### config.mk
export PLATFORM = sky130hd
export DESIGN_NAME = two_resource_interval_assigner
export DESIGN_NICKNAME = d
export VERILOG_FILES = /design/src/rtl/tria_pkg.sv /design/src/rtl/tria_store.sv /design/src/rtl/tria_cmp.sv /design/src/rtl/tria_ctrl.sv /design/src/rtl/two_resource_interval_assigner.sv
export SDC_FILE = /design/constraint.sdc
export NUM_CORES = 2
export LEC_CHECK = 0
export ABC_CLOCK_PERIOD_IN_PS = 13400
export BUFFER_PORTS_ARGS = -buffer_cell sky130_fd_sc_hd__clkbuf_2
export CAP_MARGIN = 20
export CORE_MARGIN = 2
export CORE_UTILIZATION = 55
export DETAILED_ROUTE_END_ITERATION = 8
export PLACE_DENSITY = 0.8
export SLEW_MARGIN = 20
export SYNTH_ARGS = -nofsm -noshare
export SYNTH_HDL_FRONTEND = slang
export SYNTH_SLANG_ARGS = --single-unit
### constraint.sdc
create_clock -name clk -period 13.4 [get_ports clk]
set_input_delay 2.01 -clock clk [delete_from_list [all_inputs] [get_ports clk]]
set_output_delay 2.01 -clock clk [all_outputs]
set_load 0.005 [all_outputs]
### src/rtl/tria_pkg.sv
`timescale 1ns / 1ps
// ----------------------------------------------------------------------------
// tria_pkg: shared types and constants of the two-resource interval assigner
// Sizes, the sort key layout, the sequencer states and the bundles that run
// between the controller, the interval store and the key comparator.
// ----------------------------------------------------------------------------
package tria_pkg;

  // capacity of one set and width of a stored time
  localparam int MAX_INTERVALS = 64;
  localparam int TIME_BITS     = 16;

  // fixed port field widths
  localparam int IN_TIME_W  = 16;
  localparam int IN_DATA_W  = 32;
  localparam int OUT_DATA_W = 8;

  localparam int IDX_W = $clog2(MAX_INTERVALS);
  localparam int CNT_W = $clog2(MAX_INTERVALS + 1);

  typedef logic [TIME_BITS-1:0] time_t;
  typedef logic [IDX_W-1:0]     idx_t;
  typedef logic [CNT_W-1:0]     cnt_t;

  localparam cnt_t MAX_CNT = cnt_t'(MAX_INTERVALS);

  // sort key: start, then end, then arrival index (most significant first)
  typedef struct packed {
    time_t st_time;
    time_t en_time;
    idx_t  idx;
  } key_t;

  localparam int KEY_W = $bits(key_t);

  // sequencer states
  typedef enum logic [2:0] {
    ST_LOAD,
    ST_SCAN,
    ST_PICK,
    ST_EMIT_RD,
    ST_EMIT,
    ST_FAIL
  } state_t;

  // controller to store
  typedef struct packed {
    logic  wr_en;
    idx_t  wr_addr;
    time_t wr_st;
    time_t wr_en_time;
    idx_t  rd_addr;
    logic  bit_wr_en;
    idx_t  bit_wr_addr;
    logic  bit_wr_data;
    idx_t  bit_rd_addr;
  } store_req_t;

  // store to controller, registered read data
  typedef struct packed {
    time_t rd_st;
    time_t rd_en_time;
    logic  bit_rd_data;
  } store_rsp_t;

  // one result item
  typedef struct packed {
    logic resource;
    logic impossible;
    logic last;
  } result_t;

  // port time field to stored time: drop bits above TIME_BITS, zero-extend below
  function automatic time_t to_time(logic [IN_TIME_W-1:0] v);
    logic [TIME_BITS+IN_TIME_W-1:0] ext;
    ext = {{TIME_BITS{1'b0}}, v};
    return ext[TIME_BITS-1:0];
  endfunction

endpackage

### src/rtl/tria_store.sv
`timescale 1ns / 1ps
// ----------------------------------------------------------------------------
// tria_store: interval and assignment memories
// Start and end times by arrival index, one write and one read port, plus a
// one-bit memory of chosen resources. All read data is registered.
// ----------------------------------------------------------------------------
module tria_store
  import tria_pkg::*;
(
  input  logic       clk,
  input  store_req_t req,
  output store_rsp_t rsp
);

  time_t st_mem  [MAX_INTERVALS];
  time_t en_mem  [MAX_INTERVALS];
  logic  bit_mem [MAX_INTERVALS];

  // interval memory
  always_ff @(posedge clk) begin
    if (req.wr_en) begin
      st_mem[req.wr_addr] <= req.wr_st;
      en_mem[req.wr_addr] <= req.wr_en_time;
    end
    rsp.rd_st      <= st_mem[req.rd_addr];
    rsp.rd_en_time <= en_mem[req.rd_addr];
  end

  // assignment memory
  always_ff @(posedge clk) begin
    if (req.bit_wr_en) begin
      bit_mem[req.bit_wr_addr] <= req.bit_wr_data;
    end
    rsp.bit_rd_data <= bit_mem[req.bit_rd_addr];
  end

endmodule

### src/rtl/tria_cmp.sv
`timescale 1ns / 1ps
// ----------------------------------------------------------------------------
// tria_cmp: shared sort key comparator
// Tells whether a candidate key lies above the last placed key and below the
// best key found so far in the current scan.
// ----------------------------------------------------------------------------
module tria_cmp
  import tria_pkg::*;
(
  input  key_t cand,
  input  key_t prev,
  input  logic prev_vld,
  input  key_t best,
  input  logic best_vld,
  output logic take
);

  logic [KEY_W-1:0] cand_v;
  logic [KEY_W-1:0] prev_v;
  logic [KEY_W-1:0] best_v;
  logic             above_prev;
  logic             below_best;

  assign cand_v = cand;
  assign prev_v = prev;
  assign best_v = best;

  // keys are unique, so strict compares order every pair
  assign above_prev = !prev_vld || (cand_v > prev_v);
  assign below_best = !best_vld || (cand_v < best_v);
  assign take       = above_prev && below_best;

endmodule

### src/rtl/tria_ctrl.sv
`timescale 1ns / 1ps
// ----------------------------------------------------------------------------
// tria_ctrl: load, order and assign sequencer
// Loads intervals, then for each rank scans the store for the next key in
// order through the shared comparator, places it greedily on A or B, and
// finally reads back one assignment bit per interval; an overflow or a misfit gives a failure result.
// ----------------------------------------------------------------------------
module tria_ctrl
  import tria_pkg::*;
(
  input  logic       clk,
  input  logic       rst_n,
  // interval transactions
  input  logic       in_valid,
  output logic       in_ready,
  input  time_t      in_start,
  input  time_t      in_end,
  input  logic       in_last,
  // store
  output store_req_t req,
  input  store_rsp_t rsp,
  // comparator
  output key_t       cmp_cand,
  output key_t       cmp_prev,
  output logic       cmp_prev_vld,
  output key_t       cmp_best,
  output logic       cmp_best_vld,
  input  logic       cmp_take,
  // results
  output logic       res_valid,
  input  logic       res_ready,
  output result_t    res
);

  state_t state_r, state_nxt;
  cnt_t   count_r, count_nxt;
  logic   ovf_r, ovf_nxt;
  cnt_t   scan_r, scan_nxt;
  cnt_t   rank_r, rank_nxt;
  cnt_t   out_idx_r, out_idx_nxt;
  logic   rd_vld_r, rd_vld_nxt;
  idx_t   rd_idx_r, rd_idx_nxt;
  key_t   prev_key_r, prev_key_nxt;
  logic   prev_vld_r, prev_vld_nxt;
  key_t   best_key_r, best_key_nxt;
  logic   best_vld_r, best_vld_nxt;
  time_t  free_a_r, free_a_nxt;
  time_t  free_b_r, free_b_nxt;

  logic   fit_a;
  logic   fit_b;
  logic   set_full;
  logic   scan_more;
  logic   emit_last;
  logic   pick_last;

  // status terms
  assign fit_a     = (free_a_r <= best_key_r.st_time);
  assign fit_b     = (free_b_r <= best_key_r.st_time);
  assign set_full  = ovf_r || (count_r == MAX_CNT);
  assign scan_more = (scan_r < count_r);
  assign emit_last = (cnt_t'(out_idx_r + 1'b1) == count_r);
  assign pick_last = (cnt_t'(rank_r + 1'b1) == count_r);

  // comparator operands
  assign cmp_cand     = '{st_time: rsp.rd_st, en_time: rsp.rd_en_time, idx: rd_idx_r};
  assign cmp_prev     = prev_key_r;
  assign cmp_prev_vld = prev_vld_r;
  assign cmp_best     = best_key_r;
  assign cmp_best_vld = best_vld_r;

  // next state
  always_comb begin
    state_nxt = state_r;
    unique case (state_r)
      ST_LOAD: begin
        if (in_valid && in_last) begin
          state_nxt = set_full ? ST_FAIL : ST_SCAN;
        end
      end
      ST_SCAN: begin
        if (!scan_more && !rd_vld_r) begin
          state_nxt = ST_PICK;
        end
      end
      ST_PICK: begin
        if (!fit_a && !fit_b) begin
          state_nxt = ST_FAIL;
        end else if (pick_last) begin
          state_nxt = ST_EMIT_RD;
        end else begin
          state_nxt = ST_SCAN;
        end
      end
      ST_EMIT_RD: begin
        state_nxt = ST_EMIT;
      end
      ST_EMIT: begin
        if (res_ready) begin
          state_nxt = emit_last ? ST_LOAD : ST_EMIT_RD;
        end
      end
      ST_FAIL: begin
        if (res_ready) begin
          state_nxt = ST_LOAD;
        end
      end
      default: begin
        state_nxt = ST_LOAD;
      end
    endcase
  end

  // handshake and result outputs
  always_comb begin
    in_ready       = 1'b0;
    res_valid      = 1'b0;
    res.resource   = 1'b0;
    res.impossible = 1'b0;
    res.last       = 1'b0;
    unique case (state_r)
      ST_LOAD: begin
        in_ready = 1'b1;
      end
      ST_EMIT: begin
        res_valid    = 1'b1;
        res.resource = rsp.bit_rd_data;
        res.last     = emit_last;
      end
      ST_FAIL: begin
        res_valid      = 1'b1;
        res.impossible = 1'b1;
        res.last       = 1'b1;
      end
      default: begin
        in_ready = 1'b0;
      end
    endcase
  end

  // datapath and store requests
  always_comb begin
    count_nxt    = count_r;
    ovf_nxt      = ovf_r;
    scan_nxt     = scan_r;
    rank_nxt     = rank_r;
    out_idx_nxt  = out_idx_r;
    rd_vld_nxt   = 1'b0;
    rd_idx_nxt   = rd_idx_r;
    prev_key_nxt = prev_key_r;
    prev_vld_nxt = prev_vld_r;
    best_key_nxt = best_key_r;
    best_vld_nxt = best_vld_r;
    free_a_nxt   = free_a_r;
    free_b_nxt   = free_b_r;

    req.wr_en       = 1'b0;
    req.wr_addr     = count_r[IDX_W-1:0];
    req.wr_st       = in_start;
    req.wr_en_time  = in_end;
    req.rd_addr     = scan_r[IDX_W-1:0];
    req.bit_wr_en   = 1'b0;
    req.bit_wr_addr = best_key_r.idx;
    req.bit_wr_data = 1'b0;
    req.bit_rd_addr = out_idx_r[IDX_W-1:0];

    case (state_r)
      // store while there is room, otherwise remember the overflow
      ST_LOAD: begin
        if (in_valid) begin
          if (count_r < MAX_CNT) begin
            req.wr_en = 1'b1;
            count_nxt = cnt_t'(count_r + 1'b1);
          end else begin
            ovf_nxt = 1'b1;
          end
          if (in_last) begin
            scan_nxt     = '0;
            rank_nxt     = '0;
            prev_vld_nxt = 1'b0;
            best_vld_nxt = 1'b0;
            free_a_nxt   = '0;
            free_b_nxt   = '0;
          end
        end
      end
      // walk the store, keep the smallest key above the last placed one
      ST_SCAN: begin
        rd_vld_nxt = scan_more;
        rd_idx_nxt = scan_r[IDX_W-1:0];
        if (scan_more) begin
          scan_nxt = cnt_t'(scan_r + 1'b1);
        end
        if (rd_vld_r && cmp_take) begin
          best_key_nxt = cmp_cand;
          best_vld_nxt = 1'b1;
        end
      end
      // greedy placement of the found interval
      ST_PICK: begin
        if (fit_a) begin
          req.bit_wr_en   = 1'b1;
          req.bit_wr_data = 1'b0;
          free_a_nxt      = best_key_r.en_time;
        end else if (fit_b) begin
          req.bit_wr_en   = 1'b1;
          req.bit_wr_data = 1'b1;
          free_b_nxt      = best_key_r.en_time;
        end
        prev_key_nxt = best_key_r;
        prev_vld_nxt = 1'b1;
        best_vld_nxt = 1'b0;
        rank_nxt     = cnt_t'(rank_r + 1'b1);
        scan_nxt     = '0;
        out_idx_nxt  = '0;
      end
      // hand out bits in arrival order, clear the set after the last
      ST_EMIT: begin
        if (res_ready) begin
          if (emit_last) begin
            count_nxt  = '0;
            ovf_nxt    = 1'b0;
            free_a_nxt = '0;
            free_b_nxt = '0;
          end else begin
            out_idx_nxt = cnt_t'(out_idx_r + 1'b1);
          end
        end
      end
      ST_FAIL: begin
        if (res_ready) begin
          count_nxt  = '0;
          ovf_nxt    = 1'b0;
          free_a_nxt = '0;
          free_b_nxt = '0;
        end
      end
      default: begin
        rd_vld_nxt = 1'b0;
      end
    endcase
  end

  // control registers
  always_ff @(posedge clk) begin
    if (!rst_n) begin
      state_r    <= ST_LOAD;
      count_r    <= '0;
      ovf_r      <= 1'b0;
      scan_r     <= '0;
      rank_r     <= '0;
      out_idx_r  <= '0;
      rd_vld_r   <= 1'b0;
      prev_vld_r <= 1'b0;
      best_vld_r <= 1'b0;
      free_a_r   <= '0;
      free_b_r   <= '0;
    end else begin
      state_r    <= state_nxt;
      count_r    <= count_nxt;
      ovf_r      <= ovf_nxt;
      scan_r     <= scan_nxt;
      rank_r     <= rank_nxt;
      out_idx_r  <= out_idx_nxt;
      rd_vld_r   <= rd_vld_nxt;
      prev_vld_r <= prev_vld_nxt;
      best_vld_r <= best_vld_nxt;
      free_a_r   <= free_a_nxt;
      free_b_r   <= free_b_nxt;
    end
  end

  // payload registers
  always_ff @(posedge clk) begin
    rd_idx_r   <= rd_idx_nxt;
    prev_key_r <= prev_key_nxt;
    best_key_r <= best_key_nxt;
  end

`ifndef ASSERT_OFF
  // fill count never passes capacity
  a_count_cap: assert property (@(posedge clk) disable iff (!rst_n)
    count_r <= MAX_CNT)
    else $error("interval count above capacity");

  // a scan always ends with a candidate
  a_pick_has_best: assert property (@(posedge clk) disable iff (!rst_n)
    state_r == ST_PICK |-> best_vld_r)
    else $error("placement without a found interval");

  // emitted index stays inside the stored set
  a_emit_in_set: assert property (@(posedge clk) disable iff (!rst_n)
    state_r == ST_EMIT |-> out_idx_r < count_r)
    else $error("emit index beyond stored set");

  // read data is only tagged valid during a scan
  a_rd_in_scan: assert property (@(posedge clk) disable iff (!rst_n)
    rd_vld_r |-> $past(state_r) == ST_SCAN)
    else $error("store read outside scan");
`endif

endmodule

### src/rtl/two_resource_interval_assigner.sv
`timescale 1ns / 1ps
// ----------------------------------------------------------------------------
// two_resource_interval_assigner: greedy interval partitioning on two resources
// Collects a set of intervals, orders them by start, end and arrival, places
// each on A or B and returns one resource bit per interval, or one failure result.
//
//   channel  dir  tdata                     tuser        tlast
//   in_      in   start_time, end_time      -            last_interval
//   out_     out  resource (7 bits pad)     impossible   last_result
//
// intervals are stored as they are accepted; after the last one each of the n
// ranks costs a full store scan plus a placement state, and ordering and
// placement are paced by the single store read port feeding the shared
// key comparator
// each result takes an assignment memory read, then an offer
// reset is synchronous; the stores need no clearing pass
// an output register holds each result, so a stalled out_tready stops the
// sequencer only once that register is full; in_tready is low until the
// previous set has been fully delivered into it
// ----------------------------------------------------------------------------
module two_resource_interval_assigner
  import tria_pkg::*;
(
  input  logic                  clk,
  input  logic                  rst_n,
  // interval transactions
  input  logic                  in_tvalid,
  output logic                  in_tready,
  input  logic [IN_DATA_W-1:0]  in_tdata,   // [15:0] start_time, [31:16] end_time
  input  logic                  in_tlast,
  // result transactions
  output logic                  out_tvalid,
  input  logic                  out_tready,
  output logic [OUT_DATA_W-1:0] out_tdata,  // [0] resource, [7:1] zero
  output logic [0:0]            out_tuser,  // [0] impossible
  output logic                  out_tlast
);

  store_req_t req;
  store_rsp_t rsp;
  key_t       cmp_cand;
  key_t       cmp_prev;
  logic       cmp_prev_vld;
  key_t       cmp_best;
  logic       cmp_best_vld;
  logic       cmp_take;
  logic       res_valid;
  logic       res_ready;
  result_t    res;
  time_t      in_start;
  time_t      in_end;

  logic       out_valid_r;
  result_t    out_res_r;

  // unpack input fields
  assign in_start = to_time(in_tdata[IN_TIME_W-1:0]);
  assign in_end   = to_time(in_tdata[2*IN_TIME_W-1:IN_TIME_W]);

  tria_ctrl u_ctrl (
    .clk          (clk),
    .rst_n        (rst_n),
    .in_valid     (in_tvalid),
    .in_ready     (in_tready),
    .in_start     (in_start),
    .in_end       (in_end),
    .in_last      (in_tlast),
    .req          (req),
    .rsp          (rsp),
    .cmp_cand     (cmp_cand),
    .cmp_prev     (cmp_prev),
    .cmp_prev_vld (cmp_prev_vld),
    .cmp_best     (cmp_best),
    .cmp_best_vld (cmp_best_vld),
    .cmp_take     (cmp_take),
    .res_valid    (res_valid),
    .res_ready    (res_ready),
    .res          (res)
  );

  tria_store u_store (
    .clk (clk),
    .req (req),
    .rsp (rsp)
  );

  tria_cmp u_cmp (
    .cand     (cmp_cand),
    .prev     (cmp_prev),
    .prev_vld (cmp_prev_vld),
    .best     (cmp_best),
    .best_vld (cmp_best_vld),
    .take     (cmp_take)
  );

  // output register
  assign res_ready = !out_valid_r || out_tready;

  always_ff @(posedge clk) begin
    if (!rst_n) begin
      out_valid_r <= 1'b0;
    end else if (res_ready) begin
      out_valid_r <= res_valid;
    end
  end

  always_ff @(posedge clk) begin
    if (res_valid && res_ready) begin
      out_res_r <= res;
    end
  end

  // pack result fields
  assign out_tvalid = out_valid_r;
  assign out_tdata  = {{(OUT_DATA_W-1){1'b0}}, out_res_r.resource};
  assign out_tuser  = out_res_r.impossible;
  assign out_tlast  = out_res_r.last;

endmodule

==> results.cfg <==
[clocking]
cts_sinks = 2298
clock_latency_ns = 0.86
ctsHoldBuffers = 0
ctsResizeCount = 0
post_cts_buffers = 0
ctsLongestPathBuffers = 3
clk_pin_slew_ns = 0.06
cts_made_buffers = 209
cts-htree-levels = 4
cts_tree = built
cts_root_buf = clkbuf_16

[drt]
drc_errors = 0
viasPerCell = 6.91
vias = 45600
wl_per_cell_microns = 35.9
drtIter0Drc = 6562
first_pass_iters = 6
finalWirelength_mm = 237
ant_nets = 0

[sta]
setup_viol = 0
slew_headroom_pct = 19.0
timing.hold.ws_ns = 0.439
rsz0062_at_grt = no
worst_pin_slew_ns = 1.21
finClkSkew_ns = 0.0603
timing.fmax_mhz = 219
fin_crit_ns = 4.57
fin_crit_sh_pct = 34.1
hold_viol_final = 0
setup_tns_ns = 0
drv_slew = 0

[global_routing]
grt-ovfl-total = 0
grt_pass1_wl_mm = 338
grt_pass1_vias = 46200
grt_max_degree = 132
grt_antenna_before_repair = 36
grt_usage_pct = 28.5

[layout]
nets = 4392
layout-area-overhead-vs-synth_pct = 11.9
utilization_pct = 62.0
drive_gt1_share_pct = 28.2
fin_cells = 6599

[die]
core_sq_um = 163000
die_h_microns = 409
dieArea_sq_um = 167000
initial_utilization_pct = 55.4
die_w_microns = 409
ios = 49
fp-row-count = 148

[outcome]
outcome = complete, no violations

[yosys]
yosys_warnings = 0
synthTopCellsByCount = edfxtp_1, mux4_2, nor2_1
synthFlopType = edfxtp_1
synth_top_area_share_pct = 73.2
synthCells = 4081
synth_edf_count = 2197
syn_avg_cell_area_sq_um = 22.1
yosysSeqAreaShare_pct = 75.4
synthTopCellsByArea = edfxtp_1, mux4_2, dfxtp_1, ha_1, nor2_1
netlist_area_sq_um = 90100
ys_types = 65
synthArstFlopShare_pct = 0
ys_seq_elements = 2298
synth_top_cell_by_area = edfxtp_1
yosysMostFrequentCell = edfxtp_1

[critical_path]
endpoint_kind = register
crit_path_max_fanout = 131
start_kind = register
worstSetupPathType = register to register
cp.arrival_ns = 5.27
required_ns = 14.11

[worst_hold_path]
hp-class = register to register

[power]
vdd_drop_max_mv = 0.170
powerDensity_nw_per_um2 = 146
fin_total_pwr_uw = 14700
power.static_leakage_uw = 0.0310

[placement]
place.gp.congestion = 0.844
portBuffers = 41
post-place-cells = 6192
dp_hpwl_mm = 121

[flow_run]
cap_violations = 0
[area by class of cell]
class | count | area (sq um)
sequential | 2298 | 68000
antenna | 4 | 10.0
timing repair buffer | 152 | 1270
multi-input combinational | 1486 | 21400
fill | 10200 | 61900
clock buffer | 259 | 5550
inverter | 90 | 338
tap | 2175 | 2720
clock inverter | 135 | 1600
[kinds of logic (layout without fill, tap and decap cells)]
| logic type | count (synthesis) | count (layout) | synth area share (%) |
|---|---|---|---|
| other | 1 | 11 | 0.00416 |
| buffers and inverters | 303 | 636 | 1.45 |
| flip-flops | 2298 | 2298 | 75.4 |
| XOR/XNOR | 22 | 22 | 0.214 |
| AO/OA/AOI/OAI | 194 | 194 | 1.50 |
| multiplexers | 713 | 713 | 17.5 |
| adder cells (fa/ha/maj) | 118 | 118 | 1.64 |
| AND/OR/NAND/NOR | 432 | 432 | 2.22 |
[layout by cell type (no fill, tap or decap), drive strengths merged, types with 3 or more instances in the layout]
cell,count
o211ai,17
nor2,178
o221ai,15
clkbuf,290
o22ai,4
conb,7
a21oi,59
a21boi,3
mux4,693
dfxtp,101
bufinv,29
and2,3
or4,6
nand4,48
a31oi,4
xor2,7
nand2,65
clkinvlp,4
nor2b,12
clkinv,92
o31ai,3
edfxtp,2197
a211oi,8
diode,4
ha,118
nor3b,4
nor4,7
o2111ai,7
or2,3
nand3,74
a21o,16
o21a,3
mux2i,18
inv,100
o21ai,35
xnor2,15
nor3,16
and3,4
buf,121
nand2b,8
[critical path: stages, from the launching register on]
cell and delay [ns]:
dfxtp_4 0.37, buf_12 0.56, buf_4 0.86, buf_4 0.82, mux4_2 0.46, mux4_2 0.60, mux4_2 0.51
[registers in the layout, summed over array words and instances (netlist names), 3 cells and up]
name,cells
u_ctrl.state_r,3
u_ctrl.count_r,7
u_ctrl.free_b_r,16
u_ctrl.free_a_r,16
u_ctrl.rd_idx_r,6
u_ctrl.out_idx_r,7
u_store.en_mem,1024
u_store.rsp,33
u_ctrl.cmp_prev,38
u_store.bit_mem,64
u_ctrl.rank_r,7
u_store.st_mem,1024
u_ctrl.cmp_best,38
u_ctrl.scan_r,7
[per-layer routing]
| metal | vias up | GRT usage, % | wire length (microns) |
|---|---|---|---|
| li1 | 17500 | - | - |
| met1 | 23900 | 36.9 | 81300 |
| met2 | 3501 | 47.4 | 120000 |
| met3 | 605 | 6.71 | 25900 |
| met4 | 34 | 10.4 | 9130 |
| met5 | - | 0 | 219 |
[power by group]
| part | total, uW | switching [uW] | internal (uW) |
|---|---|---|---|
| logic | 509 | 317 | 192 |
| registers | 7950 | 56.1 | 7890 |
| clock network | 6280 | 2750 | 3530 |
| total | 14700 | 3120 | 11600 |
[worst paths after layout]
check | depth (start not counted) | to | from | slack, ns
worst max register to register | 6 | u_store.rsp[19] | u_ctrl.scan_r[1] | 8.83
worst min-delay path | 0 | u_ctrl.cmp_prev[31] | u_ctrl.cmp_best[31] | 0.44
worst max-delay path | 6 | u_store.rsp[19] | u_ctrl.scan_r[1] | 8.83
worst min register to register | 0 | u_ctrl.cmp_prev[31] | u_ctrl.cmp_best[31] | 0.44
[through the flow]
stage | cell area [sq um] | setup slack, ns
after CTS | 101000 | 8.87
after detailed placement | 93500 | 8.28
after global placement | 93400 | 8.38
after global routing | 101000 | 8.69
after floorplan | 90200 | 8.41
final | 101000 | 8.83
Power figures use the tool's default switching activity.
